$ cat config.mk
export PLATFORM = sky130hd
export DESIGN_NAME = quadrature_encoder_with_button
export DESIGN_NICKNAME = d
export VERILOG_FILES = /design/src/sv/qenc_pkg.sv /design/src/sv/qenc_core.sv /design/src/sv/quadrature_encoder_with_button.sv
export SDC_FILE = /design/constraint.sdc
export NUM_CORES = 1
export LEC_CHECK = 0
export BUFFER_PORTS_ARGS = -buffer_cell sky130_fd_sc_hd__buf_2
export CAP_MARGIN = 20
export CORE_UTILIZATION = 51
export CTS_CLUSTER_DIAMETER = 60
export DETAILED_ROUTE_END_ITERATION = 7
export GPL_ROUTABILITY_DRIVEN = 0
export PLACE_DENSITY = 0.71
export RECOVER_POWER = 25
export SLEW_MARGIN = 20
export SYNTH_ARGS = -nofsm -noshare
export SYNTH_HDL_FRONTEND = slang
export SYNTH_SLANG_ARGS = --single-unit
$ cat constraint.sdc
create_clock -name aclk -period 9.8 [get_ports aclk]
set_clock_uncertainty 0.1 [all_clocks]
set_input_delay 1.96 -clock aclk [delete_from_list [all_inputs] [get_ports aclk]]
set_output_delay 1.96 -clock aclk [all_outputs]
set_load 0.03 [all_outputs]
$ cat src/sv/qenc_pkg.sv
// Shared types and constants for the quadrature encoder with push button.
// Used by qenc_core and quadrature_encoder_with_button; no dependencies.
package qenc_pkg;

    localparam int TIME_W     = 32;
    localparam int DEBOUNCE_W = 20;

    localparam logic [DEBOUNCE_W-1:0] DEBOUNCE_RESET = 20'd50000;

    // operation field
    localparam logic OP_SAMPLE = 1'b0;
    localparam logic OP_POLL   = 1'b1;

    // switch level: low means pressed
    localparam logic SW_PRESSED = 1'b0;

    // A/B pair, A in the high bit
    localparam logic [1:0] AB_00 = 2'b00;
    localparam logic [1:0] AB_01 = 2'b01;
    localparam logic [1:0] AB_10 = 2'b10;
    localparam logic [1:0] AB_11 = 2'b11;

    typedef enum logic [2:0] {
        PH_IDLE = 3'd0,
        PH_CW1  = 3'd1,
        PH_CW2  = 3'd2,
        PH_CW3  = 3'd3,
        PH_CCW1 = 3'd4,
        PH_CCW2 = 3'd5,
        PH_CCW3 = 3'd6
    } phase_t;

    typedef enum logic [1:0] {
        EV_NONE   = 2'd0,
        EV_BUTTON = 2'd1,
        EV_CW     = 2'd2,
        EV_CCW    = 2'd3
    } event_t;

    typedef struct packed {
        logic              operation;
        logic              switch_level;
        logic              a_level;
        logic              b_level;
        logic [TIME_W-1:0] time_us;
    } item_t;

endpackage

$ cat src/sv/qenc_core.sv
// Decoder state: rotation phase machine, press debounce and pending event.
// Depends on qenc_pkg. Updates once per stepped item; reports the pending event.
module qenc_core (
    input  logic                             aclk,
    input  logic                             aresetn,
    input  logic                             step_en,
    input  qenc_pkg::item_t                  item,
    input  logic [qenc_pkg::DEBOUNCE_W-1:0]  debounce_time_us,
    output qenc_pkg::event_t                 held_event
);

    qenc_pkg::phase_t                  phase_reg, phase_next;
    qenc_pkg::event_t                  pending_reg, pending_next;
    logic [qenc_pkg::TIME_W-1:0]       last_press_reg, last_press_next;
    logic [qenc_pkg::TIME_W-1:0]       elapsed;
    logic [1:0]                        ab;
    logic                              press_ok;
    logic                              is_poll;
    logic                              is_press;
    qenc_pkg::event_t                  rot_event;

    assign ab       = {item.a_level, item.b_level};
    assign is_poll  = (item.operation == qenc_pkg::OP_POLL);
    assign is_press = (item.switch_level == qenc_pkg::SW_PRESSED);
    // modulo 2^32 difference handles timestamp wrap
    assign elapsed  = item.time_us - last_press_reg;
    assign press_ok = (elapsed >= {{(qenc_pkg::TIME_W-qenc_pkg::DEBOUNCE_W){1'b0}},
                                   debounce_time_us});

    // rotation machine: next phase
    always_comb begin
        phase_next = phase_reg;
        case (phase_reg)
            qenc_pkg::PH_CW1: begin
                if (ab == qenc_pkg::AB_00)      phase_next = qenc_pkg::PH_CW2;
                else if (ab == qenc_pkg::AB_11) phase_next = qenc_pkg::PH_IDLE;
            end
            qenc_pkg::PH_CW2: begin
                if (ab == qenc_pkg::AB_10)      phase_next = qenc_pkg::PH_CW3;
                else if (ab == qenc_pkg::AB_11) phase_next = qenc_pkg::PH_IDLE;
            end
            qenc_pkg::PH_CW3: begin
                if (ab == qenc_pkg::AB_11)      phase_next = qenc_pkg::PH_IDLE;
            end
            qenc_pkg::PH_CCW1: begin
                if (ab == qenc_pkg::AB_00)      phase_next = qenc_pkg::PH_CCW2;
                else if (ab == qenc_pkg::AB_11) phase_next = qenc_pkg::PH_IDLE;
            end
            qenc_pkg::PH_CCW2: begin
                if (ab == qenc_pkg::AB_01)      phase_next = qenc_pkg::PH_CCW3;
                else if (ab == qenc_pkg::AB_11) phase_next = qenc_pkg::PH_IDLE;
            end
            qenc_pkg::PH_CCW3: begin
                if (ab == qenc_pkg::AB_11)      phase_next = qenc_pkg::PH_IDLE;
            end
            default: begin
                // idle, and the unused code acts as idle
                if (ab == qenc_pkg::AB_01)      phase_next = qenc_pkg::PH_CW1;
                else if (ab == qenc_pkg::AB_10) phase_next = qenc_pkg::PH_CCW1;
                else                            phase_next = qenc_pkg::PH_IDLE;
            end
        endcase
    end

    // rotation machine: completion event
    always_comb begin
        rot_event = qenc_pkg::EV_NONE;
        case (phase_reg)
            qenc_pkg::PH_CW3: begin
                if (ab == qenc_pkg::AB_11) rot_event = qenc_pkg::EV_CW;
            end
            qenc_pkg::PH_CCW3: begin
                if (ab == qenc_pkg::AB_11) rot_event = qenc_pkg::EV_CCW;
            end
            default: begin
                rot_event = qenc_pkg::EV_NONE;
            end
        endcase
    end

    always_comb begin
        pending_next    = pending_reg;
        last_press_next = last_press_reg;
        if (is_poll) begin
            pending_next = qenc_pkg::EV_NONE;
        end else if (is_press) begin
            if (press_ok) begin
                pending_next    = qenc_pkg::EV_BUTTON;
                last_press_next = item.time_us;
            end
        end else if (rot_event != qenc_pkg::EV_NONE) begin
            pending_next = rot_event;
        end
    end

    always_ff @(posedge aclk) begin
        if (!aresetn) begin
            phase_reg      <= qenc_pkg::PH_IDLE;
            pending_reg    <= qenc_pkg::EV_NONE;
            last_press_reg <= '0;
        end else if (step_en) begin
            pending_reg    <= pending_next;
            last_press_reg <= last_press_next;
            // a press or a poll leaves the phase alone
            if (!is_poll && !is_press) begin
                phase_reg <= phase_next;
            end
        end
    end

    assign held_event = pending_reg;

endmodule

$ cat src/sv/quadrature_encoder_with_button.sv
// Top level: quadrature encoder and push button event decoder.
// Depends on qenc_pkg and qenc_core; input register, decode, result register.
//
//   channel  direction  handshake              payload
//   s_       in         s_valid / s_ready      operation, switch/A/B levels, time_us
//   m_       out        m_valid / m_ready      event_code (one per poll)
//   cfg_     in         cfg_valid / cfg_ready  debounce_time_us (20 bits)
//
// One item per cycle sustained unless a poll is held; each item passes through the input
// register, and a poll's result is written to the result register as the poll leaves it.
// Samples never stall. Only a poll waiting behind an untaken result holds the
// input register and drops s_ready. aresetn is synchronous and active low; it
// empties both registers and restores the reset state and debounce value.
module quadrature_encoder_with_button (
    input  logic                             aclk,
    input  logic                             aresetn,
    input  logic                             s_valid,
    output logic                             s_ready,
    input  logic                             s_operation,
    input  logic                             s_switch_level,
    input  logic                             s_a_level,
    input  logic                             s_b_level,
    input  logic [qenc_pkg::TIME_W-1:0]      s_time_us,
    output logic                             m_valid,
    input  logic                             m_ready,
    output logic [1:0]                       m_event_code,
    input  logic                             cfg_valid,
    output logic                             cfg_ready,
    input  logic [qenc_pkg::DEBOUNCE_W-1:0]  cfg_data
);

    logic                              in_valid_reg;
    qenc_pkg::item_t                   in_item_reg;
    logic                              out_valid_reg;
    qenc_pkg::event_t                  out_event_reg;
    logic [qenc_pkg::DEBOUNCE_W-1:0]   debounce_reg;
    logic                              in_is_poll;
    logic                              advance;
    qenc_pkg::event_t                  held_event;

    assign in_is_poll = (in_item_reg.operation == qenc_pkg::OP_POLL);
    // a sample needs no result slot; a poll needs the result register free
    assign advance    = in_valid_reg && (!in_is_poll || !out_valid_reg || m_ready);
    assign s_ready    = !in_valid_reg || advance;
    assign cfg_ready  = 1'b1;

    always_ff @(posedge aclk) begin
        if (!aresetn) begin
            in_valid_reg <= 1'b0;
        end else if (s_ready) begin
            in_valid_reg <= s_valid;
        end
    end

    always_ff @(posedge aclk) begin
        if (s_ready && s_valid) begin
            in_item_reg.operation    <= s_operation;
            in_item_reg.switch_level <= s_switch_level;
            in_item_reg.a_level      <= s_a_level;
            in_item_reg.b_level      <= s_b_level;
            in_item_reg.time_us      <= s_time_us;
        end
    end

    always_ff @(posedge aclk) begin
        if (!aresetn) begin
            debounce_reg <= qenc_pkg::DEBOUNCE_RESET;
        end else if (cfg_valid && cfg_ready) begin
            debounce_reg <= cfg_data;
        end
    end

    qenc_core u_core (
        .aclk             (aclk),
        .aresetn          (aresetn),
        .step_en          (advance),
        .item             (in_item_reg),
        .debounce_time_us (debounce_reg),
        .held_event       (held_event)
    );

    always_ff @(posedge aclk) begin
        if (!aresetn) begin
            out_valid_reg <= 1'b0;
        end else if (advance && in_is_poll) begin
            out_valid_reg <= 1'b1;
        end else if (m_ready) begin
            out_valid_reg <= 1'b0;
        end
    end

    always_ff @(posedge aclk) begin
        if (advance && in_is_poll) begin
            out_event_reg <= held_event;
        end
    end

    assign m_valid      = out_valid_reg;
    assign m_event_code = out_event_reg;

endmodule

# Word-level counts from Yosys, hierarchy flattened
# Index checks and enable logic that the tools add are counted.
# W data, S select, Z words.
# op_classes
order_cmp	1
mux	17
addsub	1
n_eq_ne	10
reduce_logical	18
bitwise	2
# op_table
cell	count
$ge A32 B20 Y1	1
$sub A32 B32 Y32	1
$mux W3	7
$pmux W3 S5	1
$mux W2	6
$eq A3 B3 Y1 const B	3
$eq A3 B2 Y1 const B	2
$eq A2 B2 Y1 const B	2
$logic_and A1 B1 Y1	4
$pmux W2 S2	1
$reduce_and A4 Y1	1
$reduce_bool A2 Y1	2
$eq A3 B1 Y1 const B	1
$logic_not A1 Y1	3
$logic_or A1 B1 Y1	3
$ne A3 B1 Y1 const B	1
$reduce_and A3 Y1	1
$reduce_bool A3 Y1	1
$eq A2 B1 Y1 const B	1
$logic_not A2 Y1	1
$mux W1	2
$not A1 Y1	2
$reduce_and A2 Y1	1
$reduce_or A2 Y1	1
# word_totals
in_bits	61
register_bits	97
out_inout_bits	5
wordCells	61

# Depth between registers and ports, before layout
# logic_depth
word_depth	7
mapped_depth	23
depth_no_buf	22

# By module
# Synthesis repeated with hierarchy kept, for this count alone.
# hier_totals
cells_unflattened	686
area_unflattened_um2	6227.2
# by_module_without_submodules
mod	area_per_inst_um2	instances	seq_area_each_um2	cells_each
qenc_core	4232.8	1	740.7	570
quadrature_encoder_with_button	1994.4	1	1581.5	116

# Worst setup path after synthesis
# OpenSTA, ideal clock, no wires.
# synth_timing
kind	input-to-output
from	input m_ready
to	output s_ready
required_time_ns	7.740
path_slack_ns	5.290
n_path_buf	0
arrival_time_ns	2.450
path_stages	2
cell_sequence	nor2b_1 nand3_1
# synth_via
elab_chain_cells	3
# synth_rtl
item	line	source
start, declared	quadrature_encoder_with_button.sv:25	input logic m_ready,
$logic_or A1 B1 Y1	quadrature_encoder_with_button.sv:43	assign advance = in_valid_reg && (!in_is_poll || !out_valid_reg || m_ready);
$logic_and A1 B1 Y1	quadrature_encoder_with_button.sv:43	
$logic_or A1 B1 Y1	quadrature_encoder_with_button.sv:44	assign s_ready = !in_valid_reg || advance;
end, declared	quadrature_encoder_with_button.sv:18	output logic s_ready,
# No other way between the ends.

# Worst setup path in the final report
# layout_timing
from	register in_item_reg[0] (netlist bit)
to	register u_core.last_press_reg[9] (netlist bit)
# layout_via
elab_chain_cells	3
# layout_rtl
item	line	source
start, declared	quadrature_encoder_with_button.sv:33	qenc_pkg::item_t in_item_reg;
$sub A32 B32 Y32	qenc_core.sv:26	assign elapsed = item.time_us - last_press_reg;
$ge A32 B20 Y1	qenc_core.sv:27	assign press_ok = (elapsed >= {{(qenc_pkg::TIME_W-qenc_pkg::DEBOUNCE_W){1'b0}},
$reduce_and A4 Y1 (no line)	n/a	
end signal, assigned	qenc_core.sv:103	last_press_reg <= last_press_next;
end, declared	qenc_core.sv:14	logic [qenc_pkg::TIME_W-1:0] last_press_reg, last_press_next;
# No other way between the ends.
# A chain may end at the register's enable or synchronous reset.

==> impl_metrics.ini <==
[status]
status = finished with violations
failed_checks = DRC

[synth]
synth_top_cell_area_share_pct = 19.25
ys_seq_elements = 97
synth_xor_area_share_pct = 3.426
avgSynthCellArea_um2 = 9.075
yosys.area_share.simple_pct = 15.89
synthFlopType = dfxtp_1
synth_compound_area_share_pct = 16.87
synth_top_area_cell = dfxtp_1
synthCells = 676
yosysSeqAreaShare_pct = 37.85
synth.distinct_cells = 73
ys_warn_count = 0
synth_top_family_by_area = compound AO/OA/AOI/OAI gates
async_flop_share_pct = 0
synthMuxAreaShare_pct = 7.689
synth_edf_count = 38
synth.top_cells.by_area = dfxtp_1 (19%), edfxtp_1 (19%), ha_1 (10%), mux2i_1 (7.5%), nand2_1 (6.5%)
synth_fa_ha_area_share_pct = 10.73
syn-cell-area_um2 = 6135
synth_nets = 789

[timing]
setup_violations = 0
finalHoldViolations = 0
slew_headroom_pct = 43.74
rsz0062_at_grt = no
holdWs_ps = 338.4
slew_viol_final = 0
fin_tns_setup_ps = 0
max_clock_freq_mhz = 198.6
fin_crit_ps = 5035
tightest_slew_ps = 843.9
period_share_pct = 51.38

[placed_design]
portBuffers = 64
dp.cells = 855
hpwl_mm = 9.430
placed_cell_area_um2 = 6456

[grt]
grt_max_degree = 92
grt.total_usage_pct = 21.27
grt_remaining_overflow = 0
grt_pass1_vias = 4644
antenna_found_initial = 0
grt_pass1_wl_mm = 21.43

[route]
drc = 5
wl_per_cell_um = 14.17
drt_first_iter_violations = 313
dr.pass1.iters = 6
ant_nets = 0
drt-total-wl_mm = 12.35
num_vias = 4793
routed_via_density = 5.503

[clocking]
ctsRootBufferMaster = clkbuf_16
cts_sinks = 97
clkTransAtPathRegs_ps = 70
clock_path_buffers = 2
htree_num_levels = 3
ctsHoldBuffers = 0
cts_tree = yes
clk_latency_ps = 360
cts_buffers = 9
ctsResizeCount = 0
cts_setup_buffers = 0

[setup_path]
cp_slowest_stage_delay_ps = 540
cp_cell_sequence = inv_1 -> ha_1 -> inv_1 -> fa_1 -> a211oi_1 -> o21ai_1 -> a21oi_2 -> nor3_1 -> nor2_1 -> nor3_1 -> nor2_1 -> xnor2_1 -> ha_1 -> nor2b_1 -> o21ai_0 -> o2111ai_1 -> a211oi_1 -> o2111ai_1 -> or4_4 -> nor3_4 -> nor4b_4 -> buf_4 -> mux2i_1
cp_max_fo = 32
slowest_stage = or4_4
cp.arrival_ps = 5150
crit_path_start_kind = flip-flop
crit_path_end_kind = flip-flop
required_ps = 9920
critical_path_class = reg2reg

[floorplan]
io_pins = 66
dieWidth_um = 111.7
die_y_um = 111.7
core_um2 = 11560
start_util_pct = 53.05
die_area_um2 = 12470
rows = 39

[final_layout]
area_growth_pct = 10.59
stdcell_count = 871
largest_reg_flops = 35
drive_gt1_share_pct = 14.42
nets = 836
n_antenna_cell = 0
fin_util_pct = 58.66
final_cell_area_um2 = 6784

[power_and_ir_drop]
vdd_drop_max_uv = 100.5
p_leak_uw = 0.002690
p_per_area_nw_per_um2 = 150.3

[hold_path]
hold_path.class = reg2reg

[flow_run]
cap_violations = 0
==> metal layers <==
metal  track usage, %  wire, um
met1            28.73      6061
met2            33.79      5602
met3            3.974       525
met4            8.108       155
met5                0         0
==> power breakdown <==
part / internal (uW) / leakage [uW] / total, uW / switching [uW]
combinational: 79.7 / 0.00168 / 190 / 110
sequential: 438 / 0.000852 / 450 / 12.3
clock: 218 / 0.000158 / 380 / 161
total: 736 / 0.00269 / 1020 / 284
==> through the flow <==
step | setup slack (ps) | total power [uW]
detailed placement | 4804 | 647.2
CTS | 4776 | 1028
global route | 4331 | 1069
floorplan | 5290 | 602.0
global placement | 4981 | 638.9
finish | 4765 | 1020
==> critical path: cells and delay by family (launching register included) <==
kind | cells | cell delay [ps]
AO/OA/AOI/OAI | 7 | 1390
AND/OR/NAND/NOR | 8 | 1380
adder cells (fa/ha/maj) | 3 | 830
buffers and inverters | 3 | 450
flip-flops | 1 | 400
multiplexers | 1 | 190
XOR/XNOR | 1 | 130
==> final cells by class <==
class	instances	area, um^2
multi-input cells	483	3368
clock inverters	6	77.57
well taps	143	178.9
repair buffers	67	342.8
clock buffers	10	250.2
fillers	1009	4781
inverters	65	244.0
flip-flops and latches	97	2322
==> synth_stat cells (2+ instances only) <==
master,count
edfxtp_1,38
buf_4,5
o21ai_1,12
o32ai_1,2
nand4_1,10
ha_1,51
buf_6,5
a21boi_0,3
a21o_1,14
nand2_2,2
a22oi_1,2
or4_4,2
nor2_1,31
a31oi_1,4
buf_2,2
clkbuf_1,11
nor3_1,8
o2111ai_1,2
and2_1,2
o21ai_0,25
nand2_1,106
dlygate4sd3_1,4
inv_1,65
a21oi_1,46
nor2b_1,16
a21oi_2,4
dfxtp_1,59
nand3_1,9
o211ai_1,12
o41ai_1,2
nand3b_1,2
o211a_1,2
a221oi_1,4
nand2b_1,4
xnor2_1,16
mux2i_1,46
dlygate4sd1_1,2
a211oi_1,4
xor2_1,8
==> logic make-up after synthesis <==
| family | after synthesis |
|---|---|
| AOI/OAI and AO/OA | 155 |
| xor gates and xnor gates | 24 |
| adders and majority gates | 52 |
| buffers and inverters | 96 |
| DFF | 97 |
| muxes | 47 |
| other | 1 |
| and+or+nand+nor | 204 |
==> worst paths after layout <==
path | to | slack, ps | cells past startpoint | from
worst max-delay path | u_core.last_press_reg[9]$_SDFFE_PN0P_ | 4770 | 23 | in_item_reg[0]$_DFFE_PP_
worst min-delay path | m_event_code[1]$_DFFE_PP_ | 340 | 0 | u_core.held_event[1]$_SDFFE_PN0P_
worst max register to register | u_core.last_press_reg[9]$_SDFFE_PN0P_ | 4770 | 23 | in_item_reg[0]$_DFFE_PP_
worst min register to register | m_event_code[1]$_DFFE_PP_ | 340 | 0 | u_core.held_event[1]$_SDFFE_PN0P_
==> placed cells by master, fill, tap and decap left out, types with 4 or more instances in the layout <==
cell type / instances
a211oi_1: 4
ha_1: 51
o21ai_1: 12
nand2_1: 106
inv_1: 65
o211ai_1: 12
a221oi_1: 4
a21o_1: 14
clkbuf_16: 10
o21ai_0: 25
nor2b_1: 16
nor3_1: 8
mux2i_1: 46
buf_2: 64
nand2b_1: 4
nand4_1: 10
dfxtp_1: 59
edfxtp_1: 38
xnor2_1: 16
xor2_1: 8
nor2_1: 31
nand3_1: 9
a21oi_1: 46
a21oi_2: 4
Power figures use the tool's default switching activity.
